`config.mk`:
```
export PLATFORM = sky130hd
export DESIGN_NAME = skc_cell
export DESIGN_NICKNAME = d
export VERILOG_FILES = /design/src/skc_pkg.sv /design/src/skc_cell.sv
export SDC_FILE = /design/constraint.sdc
export NUM_CORES = 1
export LEC_CHECK = 0
export BUFFER_PORTS_ARGS = -buffer_cell sky130_fd_sc_hd__buf_2
export CAP_MARGIN = 15
export CORE_MARGIN = 2
export CORE_UTILIZATION = 59
export CTS_BUF_LIST = sky130_fd_sc_hd__clkbuf_16
export DETAILED_ROUTE_END_ITERATION = 6
export PLACE_DENSITY = 0.81
export SYNTH_ARGS = -nofsm -noshare
export SYNTH_HDL_FRONTEND = slang
export SYNTH_SLANG_ARGS = --single-unit
```
`constraint.sdc`:
```
create_clock -name clk -period 11.85 [get_ports clk]
set_clock_uncertainty 0.05 [all_clocks]
set_input_delay 0.5925 -clock clk [delete_from_list [all_inputs] [get_ports clk]]
set_output_delay 0.5925 -clock clk [all_outputs]
set_load 0.01 [all_outputs]
```
`src/skc_pkg.sv`:
```
// Shared widths, command codes and bus types for the styled key cache.
`timescale 1ns / 1ps
package skc_pkg;

  localparam int KEY_W   = 16;
  localparam int WIDTH_W = 32;
  localparam int STYLE_W = 2;
  localparam int SLOT_W  = 6;
  localparam int WOUT_W  = 31;

  localparam int DEF_STYLE_COUNT = 4;
  localparam int DEF_ENTRY_COUNT = 64;

  localparam logic CMD_LOOKUP = 1'b0;
  localparam logic CMD_READ   = 1'b1;

  // item travelling along the cell row
  typedef struct packed {
    logic               valid;
    logic               cmd;
    logic [KEY_W-1:0]   key;
    logic [STYLE_W-1:0] style;
    logic [SLOT_W-1:0]  slot;
    logic               matched;
    logic [WOUT_W-1:0]  wout;
  } tok_t;

  // column write broadcast to every cell
  typedef struct packed {
    logic                      en;
    logic [STYLE_W-1:0]        style;
    logic [KEY_W-1:0]          key;
    logic signed [WIDTH_W-1:0] width;
  } wr_t;

  typedef struct packed {
    logic              hit;
    logic [SLOT_W-1:0] found_slot;
    logic              started_new;
    logic              closed_previous;
    logic [WOUT_W-1:0] width_out;
  } res_t;

endpackage

```
`src/skc_cell.sv`:
```
// One column of the cache: keys and widths of every style, plus one stage of the item row.
`timescale 1ns / 1ps
module skc_cell #(
  parameter int STYLE_COUNT = skc_pkg::DEF_STYLE_COUNT,
  parameter int ENTRY_COUNT = skc_pkg::DEF_ENTRY_COUNT,
  parameter int COL         = 0,
  parameter int CW          = (ENTRY_COUNT > 1) ? $clog2(ENTRY_COUNT) : 1
) (
  input  logic            clk,
  input  logic            rst_n,
  input  skc_pkg::tok_t   tok_i,
  input  logic [CW-1:0]   found_i,
  input  logic [CW-1:0]   fill_i,
  input  skc_pkg::wr_t    wr_i,
  input  logic [CW-1:0]   wr_col_i,
  output skc_pkg::tok_t   tok_o,
  output logic [CW-1:0]   found_o
);
  import skc_pkg::*;

  localparam int SW = (STYLE_COUNT > 1) ? $clog2(STYLE_COUNT) : 1;

  logic [KEY_W-1:0]          key_r   [STYLE_COUNT];
  logic signed [WIDTH_W-1:0] width_r [STYLE_COUNT];

  tok_t          tok_r, tok_nxt;
  logic [CW-1:0] found_r, found_nxt;
  logic [SW-1:0] sidx;
  logic          style_ok, col_used, slot_hit;
  logic signed [WIDTH_W-1:0] w_sel;

  assign sidx     = SW'(tok_i.style);
  assign style_ok = int'(tok_i.style) < STYLE_COUNT;
  assign col_used = CW'(COL) < fill_i;
  assign slot_hit = (COL < (2 ** SLOT_W)) && (tok_i.slot == SLOT_W'(COL));
  assign w_sel    = width_r[sidx];

  always_comb begin
    tok_nxt   = tok_i;
    found_nxt = found_i;
    if (tok_i.valid && style_ok && col_used) begin
      if (tok_i.cmd == CMD_LOOKUP) begin
        if (!tok_i.matched && key_r[sidx] == tok_i.key) begin
          tok_nxt.matched = 1'b1;
          found_nxt       = CW'(COL);
        end
      end else if (slot_hit) begin
        tok_nxt.wout = (w_sel > 0) ? w_sel[WOUT_W-1:0] : '0;
      end
    end
  end

  always_ff @(posedge clk) begin
    if (!rst_n) begin
      tok_r   <= '0;
      found_r <= '0;
    end else begin
      tok_r   <= tok_nxt;
      found_r <= found_nxt;
    end
  end

  // a new column wipes every row and fills the one style
  always_ff @(posedge clk) begin
    if (wr_i.en && wr_col_i == CW'(COL)) begin
      for (int s = 0; s < STYLE_COUNT; s++) begin
        if (int'(wr_i.style) == s) begin
          key_r[s]   <= wr_i.key;
          width_r[s] <= wr_i.width;
        end else begin
          key_r[s]   <= '0;
          width_r[s] <= '0;
        end
      end
    end
  end

  assign tok_o   = tok_r;
  assign found_o = found_r;

endmodule
```
==> results of run 1 <==
[cell type report]
cell class,instances,area share [%]
Tap cell,220,2.28
Clock buffer,28,5.81
Timing Repair Buffer,202,8.94
Antenna cell,1,0.0207
Multi-Input combinational cell,360,27.4
Inverter,5,0.197
Sequential cell,256,54.4
Clock inverter,20,0.892
[worst max-delay path by stage]
stage                                        end  slack [ns]  cells after the start
floorplan              key_r[0][0]$_SDFFCE_PP0P_        6.48                      7
global placement       key_r[0][1]$_SDFFCE_PP0P_        8.47                      6
detailed placement     key_r[3][1]$_SDFFCE_PP0P_        8.37                      6
CTS                 width_r[3][27]$_SDFFCE_PP0P_        8.91                      6
global route           key_r[0][0]$_SDFFCE_PP0P_        9.06                      7
finish              width_r[1][21]$_SDFFCE_PP0P_        9.15                      7
[state kept, by name, summed over array words and instances (netlist names)]
name and count:
width_r 128, tok_o 58, key_r 64, found_o 6
[worst max-delay path, stage by stage]
cell and delay [ns]:
buf_2 0.10, nor4b_1 0.38, nand2_2 0.08, buf_4 0.35
inv_6 0.44, buf_4 0.44, buf_16 0.36
[report_power, final]
part	switching [mW]	leakage, nW	internal [mW]
sequential	0.00756	2.22	0.960
combinational	0.0624	1.99	0.0705
clock	0.324	0.423	0.444
total	0.393	4.63	1.47
[cells by family (layout without fill, tap and decap cells)]
logic type                count (synthesis)  count (layout)  synth area share, %
xor gates and xnor gates                 18              18                 1.56
buffers and inverters                    55             255                 2.44
other                                     0               1                    0
DFF                                     256             256                 65.1
and+or+nand+nor                         200             200                 12.1
AOI/OAI and AO/OA                        92              92                 8.06
muxes                                    50              50                 10.7
[metal layers]
layer / up-vias / share of wire (%) / GRT usage (%)
met5: - / 0 / 0
met4: 0 / 2.8 / 9.77
met3: 48 / 6.9 / 4.58
met2: 237 / 52 / 42.8
met1: 3140 / 39 / 29.7
li1: 2875 / - / -
[placed cells by master (no fill, tap or decap), types with 3 or more instances in the layout]
| cell | synthesis | routed |
|---|---|---|
| nand2_1 | 11 | 10 |
| clkinv_1 | 0 | 8 |
| buf_2 | 10 | 191 |
| clkinv_2 | 0 | 5 |
| inv_1 | 5 | 10 |
| xor2_1 | 5 | 5 |
| clkbuf_16 | 0 | 28 |
| nand4_1 | 3 | 3 |
| mux2i_1 | 4 | 4 |
| xnor2_1 | 13 | 13 |
| a32o_1 | 30 | 30 |
| a22o_1 | 48 | 48 |
| buf_4 | 1 | 9 |
| edfxtp_1 | 144 | 144 |
| mux4_2 | 46 | 46 |
| and2_1 | 169 | 169 |
| a21oi_1 | 6 | 6 |
| dfxtp_1 | 112 | 112 |
[metrics by stage]
stage	instance area (um2)	total power, mW	std cells
2_1_floorplan	10100	1.06	671
3_3_place_gp	11200	1.11	1041
3_5_place_dp	11200	1.12	1042
4_1_cts	12000	1.88	1090
5_1_grt	12100	1.93	1091
6_report	12100	1.87	1092
==> results.md, run 1 <==
* PwrDens at 155 nW/um2
* HPWL after DPL at 13300 um
* Crit path required time at 11.98 ns
* Worst reg2reg startpoint: key_r[3][10]$_SDFFCE_PP0P_
* Most frequent cell after synthesis: and2_1
* Final critical-path share of the clock period at 22.8%
* Crit path capture type: flip-flop
* Syn nets at 800
* Layout cells sized above 1 at 33.4%
* CP startpoint kind: input pin
* Rel. slew slack at 31.0%
* Area fraction of the dominant cell type after synthesis at 42.9%
* WL final at 22100 um
* Area of the multi-input gates at 3310 um2
* Flops & latches, synth at 256
* Status: finished, final reports clean
* Largest cells by area after synthesis: edfxtp_1, dfxtp_1, and2_1
* Worst setup path class: in2reg
* Gr ovfl total at 0
* DIE HEIGHT at 135 um
* 1st-iter DRT viols at 441
* Drc violations at 0
* PnR worst setup slack at 9.15 ns
* Max cap viols at 0
* Post-Syn Area at 10100 um2
* CP startpoint: wr_col_i[2]
* Register-to-register setup slack at 9.88 ns
* Syn Inst Count at 671
* Number of library cell types mapped by synthesis at 36
* Final TNS setup at 0 ns
* Worst hold path type: in2reg
* Crit-path max FO at 73
* Post-synthesis cell type with the largest combined area: edfxtp_1
* Final hold vios at 0
* # port buffers at 192
* Top Ports at 193
* Clk buf depth at 3
* CTS Buf Count at 26
* R2R depth at 5
* Avg Inst Size Synth at 15.0 um2
* # setup viols final at 0
* Register area at 6570 um2
* Core Region at 16600 um2
* CP arrival at 2.83 ns
* Clock Latency Late Sink at 0.52 ns
* Hold path cells at 2
* Register area share after synthesis at 65.1%
* First-pass GRT wire length at 34300 um
* CTS H-Tree Depth at 1
* Cell Rows at 47
* Pleak at 4.63 nW
* Postcts setup bufs at 0
* CTS tree: built
* Capturing point of the worst reg2reg path: found_o[3]$_SDFF_PN0_
* Layout net count at 980
* Total clock sinks at 256
* Largest net degree at the start of global routing at 100
* Worst-margin pin slew at 1.04 ns
* Worst slack, placed at 8.37 ns
* Wire per inst at 20.3 um
* Fmax at 371 MHz
* Post-route ant nets at 0
* Final Max Slew Viols at 0
* Post-synth EDFFs at 144
* Fin util at 72.5%
* Total Routing Usage GR at 24.3%
* Hold path start: tok_i[16]
* Width of the die at 135 um
* # hold bufs at CTS at 0
* Vias in the first global route at 6730
* Initial DRT Pass Iterations at 5
* Initial core utilization at 60.6%
* List of most frequent post-synthesis cells: and2_1, edfxtp_1, dfxtp_1
* P&R area growth vs syn at 19.6%
* Via count at 6300
* Vias/cell at 5.77
* Prevailing post-synth register cell: edfxtp_1
* Syn. warnings at 0
* Hold Path End: tok_o[16]$_SDFF_PN0_
* Clock Pin Slew Worst Setup and Hold Paths at 0.06 ns
* Maximum VDD drop at 0.122 mV
* Initial antenna violation count at 0
* Async set or reset register ratio after synthesis at 0%
* Minimum hold slack at 0.229 ns
* Resized Gates After CTS at 0
* Final min period at 2.70 ns
* Die ar. at 18200 um2
* RSZ-0062 raised after global routing: false
* Final GP Congestion at 0.772
* Layout filler cell count at 1055
* Clock Tree Root: clkbuf_16
Power figures use the tool's default switching activity.
==> run 2, diff against run 1 <==
Settings changed: CORE_UTILIZATION 59 to 55, PLACE_DENSITY 0.81 to 0.76.
Clock period 11.85 ns to 2.58 ns, I/O delays scaled along.
==> run 2 against run 1 <==
  * Utilization rose by 1.2 points
  * Register-to-register slack got worse by 9.3 ns
  * Sequential share of layout area fell by 4.9 points
  * Hold slack got worse by 0.21 ns
  * Combinational power rose to 5.7 times the previous value
  * Clock power rose to 4.5 times the previous value
  * Wire length rose by 8.8%
  * Worst setup slack got worse by 8.6 ns
  * Sequential cell count did not move
  * Sequential power rose to 4.6 times the previous value
  * Design area rose by 9.8%
  * Total power rose to 4.6 times the previous value
  * Critical path type is now reg2reg
  * Critical endpoint is now found_o[0]$_SDFF_PN0_
  * Largest cell class unchanged
==> results.md, run 2 (synthesis results as in run 1) <==
* Vias in the first global route at 7344
* First-pass GRT wire length at 37900 um
* 1st-iter DRT viols at 402
* Wire per inst at 19.7 um
* Gr ovfl total at 0
* CP startpoint kind: flip-flop
* Die ar. at 19400 um2
* Initial core utilization at 56.1%
* Final critical-path share of the clock period at 78.0%
* Total Routing Usage GR at 24.6%
* Final Max Slew Viols at 0
* PnR worst setup slack at 0.567 ns
* P&R area growth vs syn at 31.3%
* Final min period at 2.01 ns
* Crit path required time at 2.90 ns
* Vias/cell at 5.54
* Worst setup path class: reg2reg
* Cell Rows at 49
* Final GP Congestion at 0.787
* Max FFs per register at 128
* Largest net degree at the start of global routing at 64
* Initial antenna violation count at 1
* Total clock sinks at 256
* Clock Pin Slew Worst Setup and Hold Paths at 0.06 ns
* Clock Tree Root: clkbuf_16
* Initial DRT Pass Iterations at 4
* PwrDens at 654 nW/um2
* R2R depth at 5
* # setup viols final at 0
* Worst reg2reg startpoint: key_r[3][13]$_SDFFCE_PP0P_
* Max cap viols at 0
* Clk buf depth at 3
* Resized Gates After CTS at 0
* Worst slack, placed at 0.439 ns
* Register-to-register setup slack at 0.57 ns
* Hold path start: tok_i[38]
* Status: finished, final reports clean
* Crit path capture type: flip-flop
* Final TNS setup at 0 ns
* Reg with most FFs: width_r
* Most frequent cells in the layout: buf_2, and2_1, edfxtp_1
* Rel. slew slack at 47.4%
* Layout net count at 1100
* CTS Buf Count at 26
* Minimum hold slack at 0.0178 ns
* Via count at 6768
* Worst hold path type: in2reg
* Width of the die at 139 um
* Pleak at 5.13 nW
* Drc violations at 0
* Hold path cells at 2
* Commonest non-fill, non-tap cell in the layout: buf_2
* CP arrival at 2.33 ns
* Layout cells sized above 1 at 30.2%
* Clock Latency Late Sink at 0.51 ns
* Core Region at 18000 um2
* Fmax at 497 MHz
* WL final at 24100 um
* Final hold vios at 0
* Crit-path max FO at 6
* HPWL after DPL at 14100 um
* CTS tree: built
* CTS H-Tree Depth at 1
* # port buffers at 192
* Top Ports at 193
* Maximum VDD drop at 0.541 mV
* Capturing point of the worst reg2reg path: found_o[0]$_SDFF_PN0_
* RSZ-0062 raised after global routing: false
* DIE HEIGHT at 139 um
* Hold Path End: tok_o[38]$_SDFF_PN0_
* Post-route ant nets at 0
* Worst-margin pin slew at 0.789 ns
-- run 2: cell types whose count changed in the layout (fill, tap and decap cells not counted), sizes merged --
| cell | previous run | this run |
|---|---|---|
| clkbuf | 28 | 27 |
| buf | 202 | 211 |
| inv | 11 | 10 |
| clkinvlp | 0 | 2 |
| dlygate4sd3 | 0 | 111 |
-- run 2: how the worst max path moves through the flow --
stage / cells past startpoint / slack, ns / startpoint / endpoint
3_5_place_dp: 6 / 0.44 / tok_i[38] / tok_o[11]$_SDFF_PN0_
3_3_place_gp: 6 / 0.45 / tok_i[38] / tok_o[10]$_SDFF_PN0_
5_1_grt: 5 / 0.46 / key_r[3][13]$_SDFFCE_PP0P_ / found_o[0]$_SDFF_PN0_
2_1_floorplan: 7 / -0.77 / wr_i[50] / key_r[0][0]$_SDFFCE_PP0P_
4_1_cts: 5 / 0.66 / key_r[0][8]$_SDFFCE_PP0P_ / found_o[4]$_SDFF_PN0_
6_report: 5 / 0.57 / key_r[3][13]$_SDFFCE_PP0P_ / found_o[0]$_SDFF_PN0_
-- run 2: layout make-up --
| type | count | area (um2) |
|---|---|---|
| inverter | 5 | 22.5 |
| clock buffer | 27 | 676 |
| sequential | 256 | 6570 |
| clock inverter | 21 | 113 |
| tap | 229 | 287 |
| antenna | 1 | 2.50 |
| fill | 1145 | 4720 |
| timing repair buffer | 322 | 2250 |
| multi-input combinational | 360 | 3320 |
-- run 2: through the flow --
step           area, um2  utilization [%]  std cells  total power [mW]
2_1_floorplan      10200                -        671              4.89
3_3_place_gp       11300             63.1       1061              5.12
3_5_place_dp       11300             63.1       1061              5.15
4_1_cts            13200             73.7       1220              8.69
5_1_grt            13200             73.7       1221              8.93
6_report           13200             73.7       1221              8.66
-- run 2: per-layer routing --
| layer | part of all wire, % | vias up | GRT usage, % |
|---|---|---|---|
| met4 | 2.9 | 0 | 8.93 |
| met3 | 5.1 | 53 | 3.92 |
| li1 | - | 3116 | - |
| met5 | 0 | - | 0 |
| met2 | 53 | 215 | 44.4 |
| met1 | 39 | 3384 | 29.9 |
-- run 2: worst max-delay path, cell delays in order (launching register included) --
cell	delay, ns
edfxtp_1	0.37
mux4_2	0.49
xnor2_1	0.18
nand4_1	0.18
nor3_2	0.43
a21oi_1	0.16
-- run 2: repair_timing --
item                      CTS  global route
hold buffers              111             0
hold endpoints to repair  254             0
buffers inserted            0             0
-- run 2: power by group --
part           internal, mW  total [mW]  switching [mW]  leakage, nW
Combinational         0.440       0.759           0.318         2.50
Sequential             4.41        4.45          0.0364         2.22
Clock                  1.98        3.45            1.47        0.406
